--- config.mk ---
export PLATFORM = sky130hd
export DESIGN_NAME = murmur3_word_hash_accumulator_top_flat
export DESIGN_NICKNAME = d
export VERILOG_FILES = /design/src/sv/mm3_pkg.sv /design/src/sv/mm3_if.sv /design/src/sv/mm3_mul_unit.sv /design/src/sv/murmur3_word_hash_accumulator_top.sv /design/src/flat_wrapper.sv
export SDC_FILE = /design/constraint.sdc
export NUM_CORES = 1
export LEC_CHECK = 0
export BUFFER_PORTS_ARGS = -buffer_cell sky130_fd_sc_hd__buf_4
export CORE_UTILIZATION = 55
export DETAILED_ROUTE_END_ITERATION = 16
export PLACE_DENSITY = 0.72
export SYNTH_ARGS = -nofsm -noshare
export SYNTH_HDL_FRONTEND = slang
export SYNTH_SLANG_ARGS = --single-unit
--- constraint.sdc ---
create_clock -name clk -period 22.1 [get_ports clk]
set_input_delay 3.315 -clock clk [delete_from_list [all_inputs] [get_ports clk]]
set_output_delay 3.315 -clock clk [all_outputs]
set_load 0.005 [all_outputs]
--- src/sv/mm3_pkg.sv ---
// ----------------------------------------------------------------------------
// mm3_pkg
// Constants, sequencer states and shared-unit opcodes for the word hasher.
// ----------------------------------------------------------------------------
`default_nettype none

package mm3_pkg;

  localparam int unsigned WordWidth = 32;

  localparam logic [WordWidth-1:0] MIX_C1  = 32'hcc9e2d51;
  localparam logic [WordWidth-1:0] MIX_C2  = 32'h1b873593;
  localparam logic [WordWidth-1:0] MIX_ADD = 32'he6546b64;
  localparam logic [WordWidth-1:0] FIN_C1  = 32'h85ebca6b;
  localparam logic [WordWidth-1:0] FIN_C2  = 32'hc2b2ae35;

  localparam logic [WordWidth-1:0] SEED_RESET = '0;

  typedef logic [WordWidth-1:0] word_t;

  typedef enum logic [2:0] {
    S_IDLE,
    S_KMUL1,
    S_KMUL2,
    S_MIX,
    S_FMUL1,
    S_FMUL2,
    S_DONE
  } state_t;

  typedef enum logic [2:0] {
    OP_HOLD,
    OP_KMUL1,
    OP_KMUL2,
    OP_FMUL1,
    OP_FMUL2
  } op_t;

  function automatic word_t rotl15(input word_t v);
    return {v[16:0], v[31:17]};
  endfunction

  function automatic word_t rotl12(input word_t v);
    return {v[19:0], v[31:20]};
  endfunction

endpackage

`default_nettype wire

--- src/sv/mm3_if.sv ---
// ----------------------------------------------------------------------------
// mm3 channel interfaces
// Valid/ready channels for input words, digests and seed writes.
// ----------------------------------------------------------------------------
`default_nettype none

interface mm3_word_if;
  logic              valid;
  logic              ready;
  mm3_pkg::word_t    word;
  logic              start_req;

  modport source (output valid, output word, output start_req, input ready);
  modport sink   (input valid, input word, input start_req, output ready);
endinterface

interface mm3_digest_if;
  logic              valid;
  logic              ready;
  mm3_pkg::word_t    digest;

  modport source (output valid, output digest, input ready);
  modport sink   (input valid, input digest, output ready);
endinterface

interface mm3_cfg_if;
  logic              valid;
  logic              ready;
  mm3_pkg::word_t    data;

  modport source (output valid, output data, input ready);
  modport sink   (input valid, input data, output ready);
endinterface

`default_nettype wire

--- src/sv/mm3_mul_unit.sv ---
// ----------------------------------------------------------------------------
// mm3_mul_unit
// Shared 32x32 multiplier (low half kept) with operand selection per opcode.
// ----------------------------------------------------------------------------
`default_nettype none

module mm3_mul_unit (
  input  wire logic           clk,
  input  wire mm3_pkg::op_t   op,
  input  wire mm3_pkg::word_t word_q,
  input  wire mm3_pkg::word_t hash,
  output mm3_pkg::word_t      prod
);
  import mm3_pkg::*;

  word_t opa;
  word_t opb;
  word_t full;

  always_comb begin
    unique case (op)
      OP_KMUL1: begin
        opa = word_q;
        opb = MIX_C1;
      end
      OP_KMUL2: begin
        opa = rotl15(prod);
        opb = MIX_C2;
      end
      OP_FMUL1: begin
        opa = hash ^ (hash >> 16);
        opb = FIN_C1;
      end
      OP_FMUL2: begin
        opa = prod ^ (prod >> 13);
        opb = FIN_C2;
      end
      default: begin
        opa = prod;
        opb = '0;
      end
    endcase
  end

  assign full = opa * opb;

  // hold the product on idle steps
  always_ff @(posedge clk) begin
    if (op != OP_HOLD) begin
      prod <= full;
    end
  end

endmodule

`default_nettype wire

--- src/sv/murmur3_word_hash_accumulator_top.sv ---
// ----------------------------------------------------------------------------
// murmur3_word_hash_accumulator_top
// Streaming MurmurHash3-style word mixer (mix step rotates by 12) with fmix32 digest per word.
// ----------------------------------------------------------------------------
// Usage:
//   words   : one 32-bit word per handshake; start_req reloads the running
//             hash from the seed before the word is mixed in.
//   digests : one fmix32 digest per word, held in an output register until
//             taken.
//   cfg     : seed write channel, always ready; write only while idle.
// Sequence: words are taken only in idle; each then steps through KMUL1,
//   KMUL2, MIX, FMUL1, FMUL2 and DONE, and the single shared multiplier does
//   four dependent products per word under a seven-state sequencer.
// Reset (synchronous): seed and running hash clear to zero, digest channel
//   empties, the sequencer returns to idle.
// Receiver stall: the sequencer waits in its last step until the output
//   register is free and stays not ready for new words meanwhile.
// ----------------------------------------------------------------------------
`default_nettype none

module murmur3_word_hash_accumulator_top (
  input  wire logic clk,
  input  wire logic rst,
  mm3_word_if.sink     words,
  mm3_digest_if.source digests,
  mm3_cfg_if.sink      cfg
);
  import mm3_pkg::*;

  state_t state;
  state_t state_next;
  op_t    op;

  word_t  seed;
  word_t  hash;
  word_t  word_q;
  logic   start_q;
  word_t  prod;
  word_t  mix_h;
  logic   out_free;

  assign out_free = !digests.valid || digests.ready;

  assign cfg.ready = 1'b1;

  always_ff @(posedge clk) begin
    if (rst) begin
      seed <= SEED_RESET;
    end else if (cfg.valid) begin
      seed <= cfg.data;
    end
  end

  always_comb begin
    state_next = state;
    unique case (state)
      S_IDLE:  if (words.valid) state_next = S_KMUL1;
      S_KMUL1: state_next = S_KMUL2;
      S_KMUL2: state_next = S_MIX;
      S_MIX:   state_next = S_FMUL1;
      S_FMUL1: state_next = S_FMUL2;
      S_FMUL2: state_next = S_DONE;
      S_DONE:  if (out_free) state_next = S_IDLE;
      default: state_next = S_IDLE;
    endcase
  end

  always_comb begin
    words.ready = 1'b0;
    op          = OP_HOLD;
    unique case (state)
      S_IDLE:  words.ready = 1'b1;
      S_KMUL1: op = OP_KMUL1;
      S_KMUL2: op = OP_KMUL2;
      S_FMUL1: op = OP_FMUL1;
      S_FMUL2: op = OP_FMUL2;
      default: op = OP_HOLD;
    endcase
  end

  always_ff @(posedge clk) begin
    if (rst) begin
      state <= S_IDLE;
    end else begin
      state <= state_next;
    end
  end

  always_ff @(posedge clk) begin
    if (words.valid && words.ready) begin
      word_q  <= words.word;
      start_q <= words.start_req;
    end
  end

  mm3_mul_unit u_mul (
    .clk    (clk),
    .op     (op),
    .word_q (word_q),
    .hash   (hash),
    .prod   (prod)
  );

  // h = rotl12(h ^ k); h*5 done as shift-add
  always_comb begin
    mix_h = rotl12((start_q ? seed : hash) ^ prod);
  end

  always_ff @(posedge clk) begin
    if (rst) begin
      hash <= '0;
    end else if (state == S_MIX) begin
      hash <= {mix_h[29:0], 2'b00} + mix_h + MIX_ADD;
    end
  end

  always_ff @(posedge clk) begin
    if (rst) begin
      digests.valid <= 1'b0;
    end else if (state == S_DONE && out_free) begin
      digests.valid <= 1'b1;
    end else if (digests.ready) begin
      digests.valid <= 1'b0;
    end
  end

  always_ff @(posedge clk) begin
    if (state == S_DONE && out_free) begin
      digests.digest <= prod ^ (prod >> 16);
    end
  end

  a_accept_starts: assert property (@(posedge clk) disable iff (rst)
    words.valid && words.ready |=> state == S_KMUL1)
    else $error("accepted word did not start the sequencer");

  a_done_delivers: assert property (@(posedge clk) disable iff (rst)
    state == S_DONE && out_free |=> digests.valid && state == S_IDLE)
    else $error("finished digest not delivered");

  a_rose_from_done: assert property (@(posedge clk) disable iff (rst)
    $rose(digests.valid) |-> $past(state) == S_DONE)
    else $error("digest appeared without a finished word");

  a_busy_not_ready: assert property (@(posedge clk) disable iff (rst)
    state == S_DONE && !out_free |=> state == S_DONE && !words.ready)
    else $error("sequencer left the final step while output was blocked");

endmodule

`default_nettype wire
--- src/flat_wrapper.sv ---
// flat-port wrapper written by rule: the top's interface ports become plain ports
module murmur3_word_hash_accumulator_top_flat import mm3_pkg::*;
  (clk, rst, words_valid, words_word, words_start_req, words_ready, digests_valid, digests_digest, digests_ready, cfg_valid, cfg_data, cfg_ready);
  mm3_word_if words_i ();
  mm3_digest_if digests_i ();
  mm3_cfg_if cfg_i ();
  input  wire logic clk;
  input  wire logic rst;
  input wire logic [$bits(words_i.valid)-1:0] words_valid;
  input wire logic [$bits(words_i.word)-1:0] words_word;
  input wire logic [$bits(words_i.start_req)-1:0] words_start_req;
  output wire logic [$bits(words_i.ready)-1:0] words_ready;
  output wire logic [$bits(digests_i.valid)-1:0] digests_valid;
  output wire logic [$bits(digests_i.digest)-1:0] digests_digest;
  input wire logic [$bits(digests_i.ready)-1:0] digests_ready;
  input wire logic [$bits(cfg_i.valid)-1:0] cfg_valid;
  input wire logic [$bits(cfg_i.data)-1:0] cfg_data;
  output wire logic [$bits(cfg_i.ready)-1:0] cfg_ready;
  assign words_i.valid = words_valid;
  assign words_i.word = words_word;
  assign words_i.start_req = words_start_req;
  assign words_ready = words_i.ready;
  assign digests_valid = digests_i.valid;
  assign digests_digest = digests_i.digest;
  assign digests_i.ready = digests_ready;
  assign cfg_i.valid = cfg_valid;
  assign cfg_i.data = cfg_data;
  assign cfg_ready = cfg_i.ready;
  murmur3_word_hash_accumulator_top u_core (.clk(clk), .rst(rst), .words(words_i), .digests(digests_i), .cfg(cfg_i));
endmodule
==> results of run 1 <==
-- cells in the mapped netlist (6+ instances only) --
library cell and count:
buf_2 7, buf_1 15, inv_1 568, mux2i_1 75, xnor2_1 105, o21ai_0 34
fa_1 398, a21oi_1 118, dfxtp_1 68, o21bai_1 6, a211oi_1 9, ha_1 188
nor2b_1 9, nand2_1 177, clkbuf_1 66, nand3_1 23, o211ai_1 7, nor2_1 163
mux2_2 7, nand4_1 6, o21a_1 8, and2_1 33, a221oi_1 6, edfxtp_1 97
a22oi_1 20, a21o_1 41, xor2_1 60, or2_2 9, and3_1 20, a2111oi_0 7
nand2b_1 14, a31oi_1 6, nor3_1 15, nand3b_1 7
-- registers in the layout (all words and copies together) (netlist names) --
signal / flops
u_core.word_q: 32
u_core.seed: 32
u_core.digests.digest: 32
u_core.digests.valid: 1
u_core.u_mul.prod: 32
u_core.start_q: 1
u_core.hash: 32
u_core.state: 3
-- per-stage QoR --
| stage | setup slack (ns) | instance area, um2 | hold slack [ns] | util, % |
|---|---|---|---|---|
| final | 12.25 | 25700 | 0.489 | 60.9 |
| after global routing | 11.93 | 25700 | 0.508 | 60.9 |
| after CTS | 12.35 | 25700 | 0.487 | 60.9 |
| after detailed placement | 12.39 | 25100 | 0.476 | 59.5 |
| after global placement | 12.35 | 25100 | 0.474 | 59.5 |
| after floorplan | 13.92 | 23700 | 0.424 | - |
-- cell families (layout without fill, tap and decap cells) --
family	count (synthesis)	after routing
AOI/OAI and AO/OA	304	304
xor gates and xnor gates	169	169
adders and majority gates	586	586
buffers and inverters	662	746
DFF	165	165
muxes	82	82
other	1	2
and+or+nand+nor	498	498
-- per-layer routing --
metal / track usage [%] / part of all wire, % / vias up / wire length [um]
li1: - / - / 7854 / -
met1: 55.4 / 38 / 9300 / 34900
met2: 68.3 / 45 / 984 / 41500
met3: 9.31 / 9.4 / 278 / 8650
met4: 27.1 / 7.2 / 0 / 6570
met5: 0 / 0 / - / 0
-- path summary, 6_finish.rpt --
check	startpoint	endpoint	slack [ns]
setup / recovery	u_core.state[2]	u_core.u_mul.prod[31]	12.25
hold / removal	u_core.hash[4]	u_core.hash[4]	0.49
setup reg to reg	u_core.state[2]	u_core.u_mul.prod[31]	12.25
hold reg to reg	u_core.hash[4]	u_core.hash[4]	0.49
-- critical path, delay by kind of cell, from the launching register on --
family / cells / cell delay, ns
adders and majority gates: 9 / 4.52
buffers and inverters: 7 / 0.87
AOI/OAI and AO/OA: 7 / 1.46
and+or+nand+nor: 6 / 2.20
DFF: 1 / 0.31
xor gates and xnor gates: 1 / 0.19
-- final cells by class --
class	count	area, um2
Clock buffer	19	443
Clock inverter	13	134
Antenna cell	1	2.50
Multi-Input combinational cell	1640	17000
Timing Repair Buffer	145	1090
Inverter	569	2140
Tap cell	539	674
Fill cell	3649	16500
Sequential cell	165	4270
==> impl_metrics.env, run 1 <==
export IMPL_layout_drive_gt1_share_pct=8.19
export IMPL_cpPeakStageDelay_ns=0.70
export IMPL_dp_hpwl_mm=74.9
export IMPL_grt_pass1_vias=19600
export IMPL_async_flop_share_pct=0
export IMPL_start_util_pct=56.2
export IMPL_synth_compound_area_share_pct=8.30
export IMPL_synth_xor_area_share_pct=6.47
export IMPL_worst_slew_pin_slew_ns=1.44
export IMPL_grt_max_degree=74
export IMPL_cts_max_path_buffers=2
export IMPL_syn_to_final_growth_pct=8.36
export IMPL_clk_pin_slew_ns=0.08
export IMPL_clkSinkCount=165
export IMPL_wirelength_mm=91.6
export IMPL_clk_latency_ns=0.51
export IMPL_htreeDepth=4
export IMPL_finalSetupViolCount=0
export IMPL_rr_worst_depth=30
export IMPL_path_max_fanout=38
export IMPL_skew_ns=0.0225
export IMPL_io_buffers=103
export IMPL_yosys_area_top_type="fa_1"
export IMPL_antenna_found_initial=2
export IMPL_cts_made_buffers=17
export IMPL_die_x_um=210
export IMPL_synth_cell_type_count=72
export IMPL_yosys_warnings=0
export IMPL_drt_pass1_iter_count=5
export IMPL_final_cell_mix="inv_1 (568), fa_1 (398), ha_1 (188)"
export IMPL_yosysTopAreaCellShare_pct=33.6
export IMPL_synth_top_family_by_area="adder cells"
export IMPL_place_inst=3058
export IMPL_hold_path_class="reg -> reg"
export IMPL_syn_area_um2=23700
export IMPL_syn_avg_cell_area_um2=9.62
export IMPL_crit_arrival_ns=10.08
export IMPL_ys_ff_latch=165
export IMPL_floorplan_die_area_um2=44000
export IMPL_cts_hold_buf=0
export IMPL_post_cts_buffers=0
export IMPL_setup_tns_ns=0
export IMPL_dieHeight_um=210
export IMPL_syn_inst=2467
export IMPL_ant_nets=0
export IMPL_grt_pass1_wl_mm=132
export IMPL_fin_crit_sh_pct=44.6
export IMPL_endpoint_kind="flip-flop"
export IMPL_pin_count=105
export IMPL_outcome="complete, no violations"
export IMPL_maxCapViolCount=0
export IMPL_synth_edf_count=97
export IMPL_synth_fa_ha_area_share_pct=43.5
export IMPL_nets=3194
export IMPL_synth_mux_area_fraction_pct=3.50
export IMPL_yosysSeqAreaShare_pct=18.0
export IMPL_cp_required_ns=22.33
export IMPL_finalWeightedCongestion=1.09
export IMPL_root_buffer="clkbuf_16"
export IMPL_design_core_area_um2=42200
export IMPL_row_count=75
export IMPL_routedWlPerCell_um=29.6
export IMPL_routed_via_density=5.96
export IMPL_crit_slowest_cell="nand3b_2"
export IMPL_drcViolationCount=0
export IMPL_period_minus_slack_ns=9.85
export IMPL_vias=18400
export IMPL_layout_commonest_cell="inv_1"
export IMPL_fmax_mhz=102
export IMPL_synth_nets=3123
export IMPL_rsz0062_at_grt="no"
export IMPL_maxSlewViolCount=0
export IMPL_final_cells=3091
export IMPL_tritoncts="built"
export IMPL_slew_headroom_pct=2.78
export IMPL_grt_usage_pct=43.6
export IMPL_drt_iter0_markers=1822
export IMPL_synthFlopType="edfxtp_1"
export IMPL_synth_area_leaders="fa_1 (34%), edfxtp_1 (12%), ha_1 (9.9%)"
export IMPL_whs_path_depth=2
export IMPL_cts_resized=0
export IMPL_overflow=0
export IMPL_critPathLaunchType="flip-flop"
export IMPL_path_class="reg -> reg"
export IMPL_hold_viol=0
export IMPL_crit_top_cell="fa_1"
export IMPL_synthSimpleGateAreaFrac_pct=9.61
Power of run 1 is not shown: default switching activity piles up to over one toggle a cycle in this logic, so the estimate is an artifact.
==> inputs of run 2 (changes only) <==
==> constraint.sdc (replaced) <==
create_clock -name clk -period 10.2 [get_ports clk]
set_input_delay 1.53 -clock clk [delete_from_list [all_inputs] [get_ports clk]]
set_output_delay 1.53 -clock clk [all_outputs]
set_load 0.005 [all_outputs]
==> impl_metrics.env, run 2 (same netlist as run 1, synthesis figures left out) <==
export IMPL_outcome="complete, no violations"
export IMPL_setup_tns_ns=0
export IMPL_die_x_um=210
export IMPL_crit_arrival_ns=9.99
export IMPL_layout_commonest_cell="inv_1"
export IMPL_cts_resized=0
export IMPL_clkSinkCount=165
export IMPL_post_cts_buffers=0
export IMPL_htreeDepth=4
export IMPL_grt_util_met3_pct=10.4
export IMPL_ant_nets=0
export IMPL_pin_count=105
export IMPL_drcViolationCount=0
export IMPL_layout_drive_gt1_share_pct=8.73
export IMPL_io_buffers=103
export IMPL_holdWs_ns=0.490
export IMPL_grt_max_degree=74
export IMPL_final_cell_mix="inv_1 (568), fa_1 (398), ha_1 (188)"
export IMPL_clk_pin_slew_ns=0.08
export IMPL_routedWlPerCell_um=29.5
export IMPL_grt_use_met1_pct=54.0
export IMPL_routed_via_density=5.93
export IMPL_design_core_area_um2=42200
export IMPL_fmax_mhz=103
export IMPL_period_minus_slack_ns=9.73
export IMPL_hold_path_class="reg -> reg"
export IMPL_multiInputGateArea_um2=17000
export IMPL_nets=3209
export IMPL_cts_made_buffers=17
export IMPL_cp_required_ns=10.46
export IMPL_finalSetupViolCount=0
export IMPL_endpoint_kind="flip-flop"
export IMPL_critPathLaunchType="flip-flop"
export IMPL_final_seq_area_um2=4270
export IMPL_row_count=75
export IMPL_fin_crit_sh_pct=95.4
export IMPL_grtUsageMet2_pct=67.5
export IMPL_root_buffer="clkbuf_16"
export IMPL_syn_to_final_growth_pct=9.05
export IMPL_crit_slowest_cell="dfxtp_1"
export IMPL_wirelength_mm=91.5
export IMPL_drt_pass1_iter_count=6
export IMPL_drt_iter0_markers=1734
export IMPL_cts_hold_buf=0
export IMPL_grt_pass1_wl_mm=132
export IMPL_busiest_layer="met2"
export IMPL_vias=18400
export IMPL_floorplan_die_area_um2=44000
export IMPL_grt_pass1_vias=19400
export IMPL_antenna_found_initial=3
export IMPL_cts_max_path_buffers=2
export IMPL_cpPeakStageDelay_ns=0.74
export IMPL_maxSlewViolCount=0
export IMPL_skew_ns=0.0232
export IMPL_dieHeight_um=210
export IMPL_finalWeightedCongestion=1.08
export IMPL_grt_usage_pct=43.5
export IMPL_n_fill_cell=3676
export IMPL_path_max_fanout=20
export IMPL_start_util_pct=56.2
export IMPL_final_util_pct=61.3
export IMPL_tritoncts="built"
export IMPL_maxCapViolCount=0
export IMPL_rsz0062_at_grt="no"
export IMPL_slew_headroom_pct=17.4
export IMPL_path_class="reg -> reg"
export IMPL_hold_viol=0
export IMPL_clk_latency_ns=0.52
export IMPL_overflow=0
export IMPL_worst_slew_pin_slew_ns=1.24
export IMPL_crit_top_cell="fa_1"
export IMPL_dp_hpwl_mm=76.5
[run 2: final timing paths]
path                                 startpoint               endpoint  slack (ns)  cells past startpoint
worst max-delay path            u_core.state[1]  u_core.u_mul.prod[29]        0.47                     31
worst min-delay path            u_core.hash[15]        u_core.hash[15]        0.49                      2
worst max register to register  u_core.state[1]  u_core.u_mul.prod[29]        0.47                     31
worst min register to register  u_core.hash[15]        u_core.hash[15]        0.49                      2
[run 2: final cells by class]
| class | count | share of cell area [%] |
|---|---|---|
| Clock buffer | 21 | 1.86 |
| Sequential cell | 165 | 16.5 |
| Antenna cell | 1 | 0.00967 |
| Multi-Input combinational cell | 1640 | 65.5 |
| Timing Repair Buffer | 160 | 4.69 |
| Tap cell | 539 | 2.61 |
| Inverter | 569 | 8.26 |
| Clock inverter | 11 | 0.513 |
[run 2: metal layers]
layer	share of wire, %	up-vias
li1	-	7888
met1	38	9250
met2	45	979
met3	9.2	291
met4	8.1	2
met5	0.014	-
[run 2: per-stage QoR]
| step | setup slack, ns | std cells | instance area (um2) |
|---|---|---|---|
| 6_report | 0.471 | 3106 | 25900 |
| 5_1_grt | 0.0727 | 3105 | 25900 |
| 4_1_cts | 0.553 | 3105 | 25900 |
| 3_5_place_dp | 0.555 | 3073 | 25300 |
| 3_3_place_gp | 0.624 | 3073 | 25300 |
| 2_1_floorplan | 2.02 | 2467 | 23700 |
[run 2: worst max-delay path, delay by kind of cell, from the launching register on]
family	cells	cell delay, ns
xor gates and xnor gates	1	0.13
buffers and inverters	6	0.82
AOI/OAI and AO/OA	9	2.11
DFF	1	0.74
and+or+nand+nor	6	1.87
adders and majority gates	9	3.80
Power of run 2 is left out for the same reason.
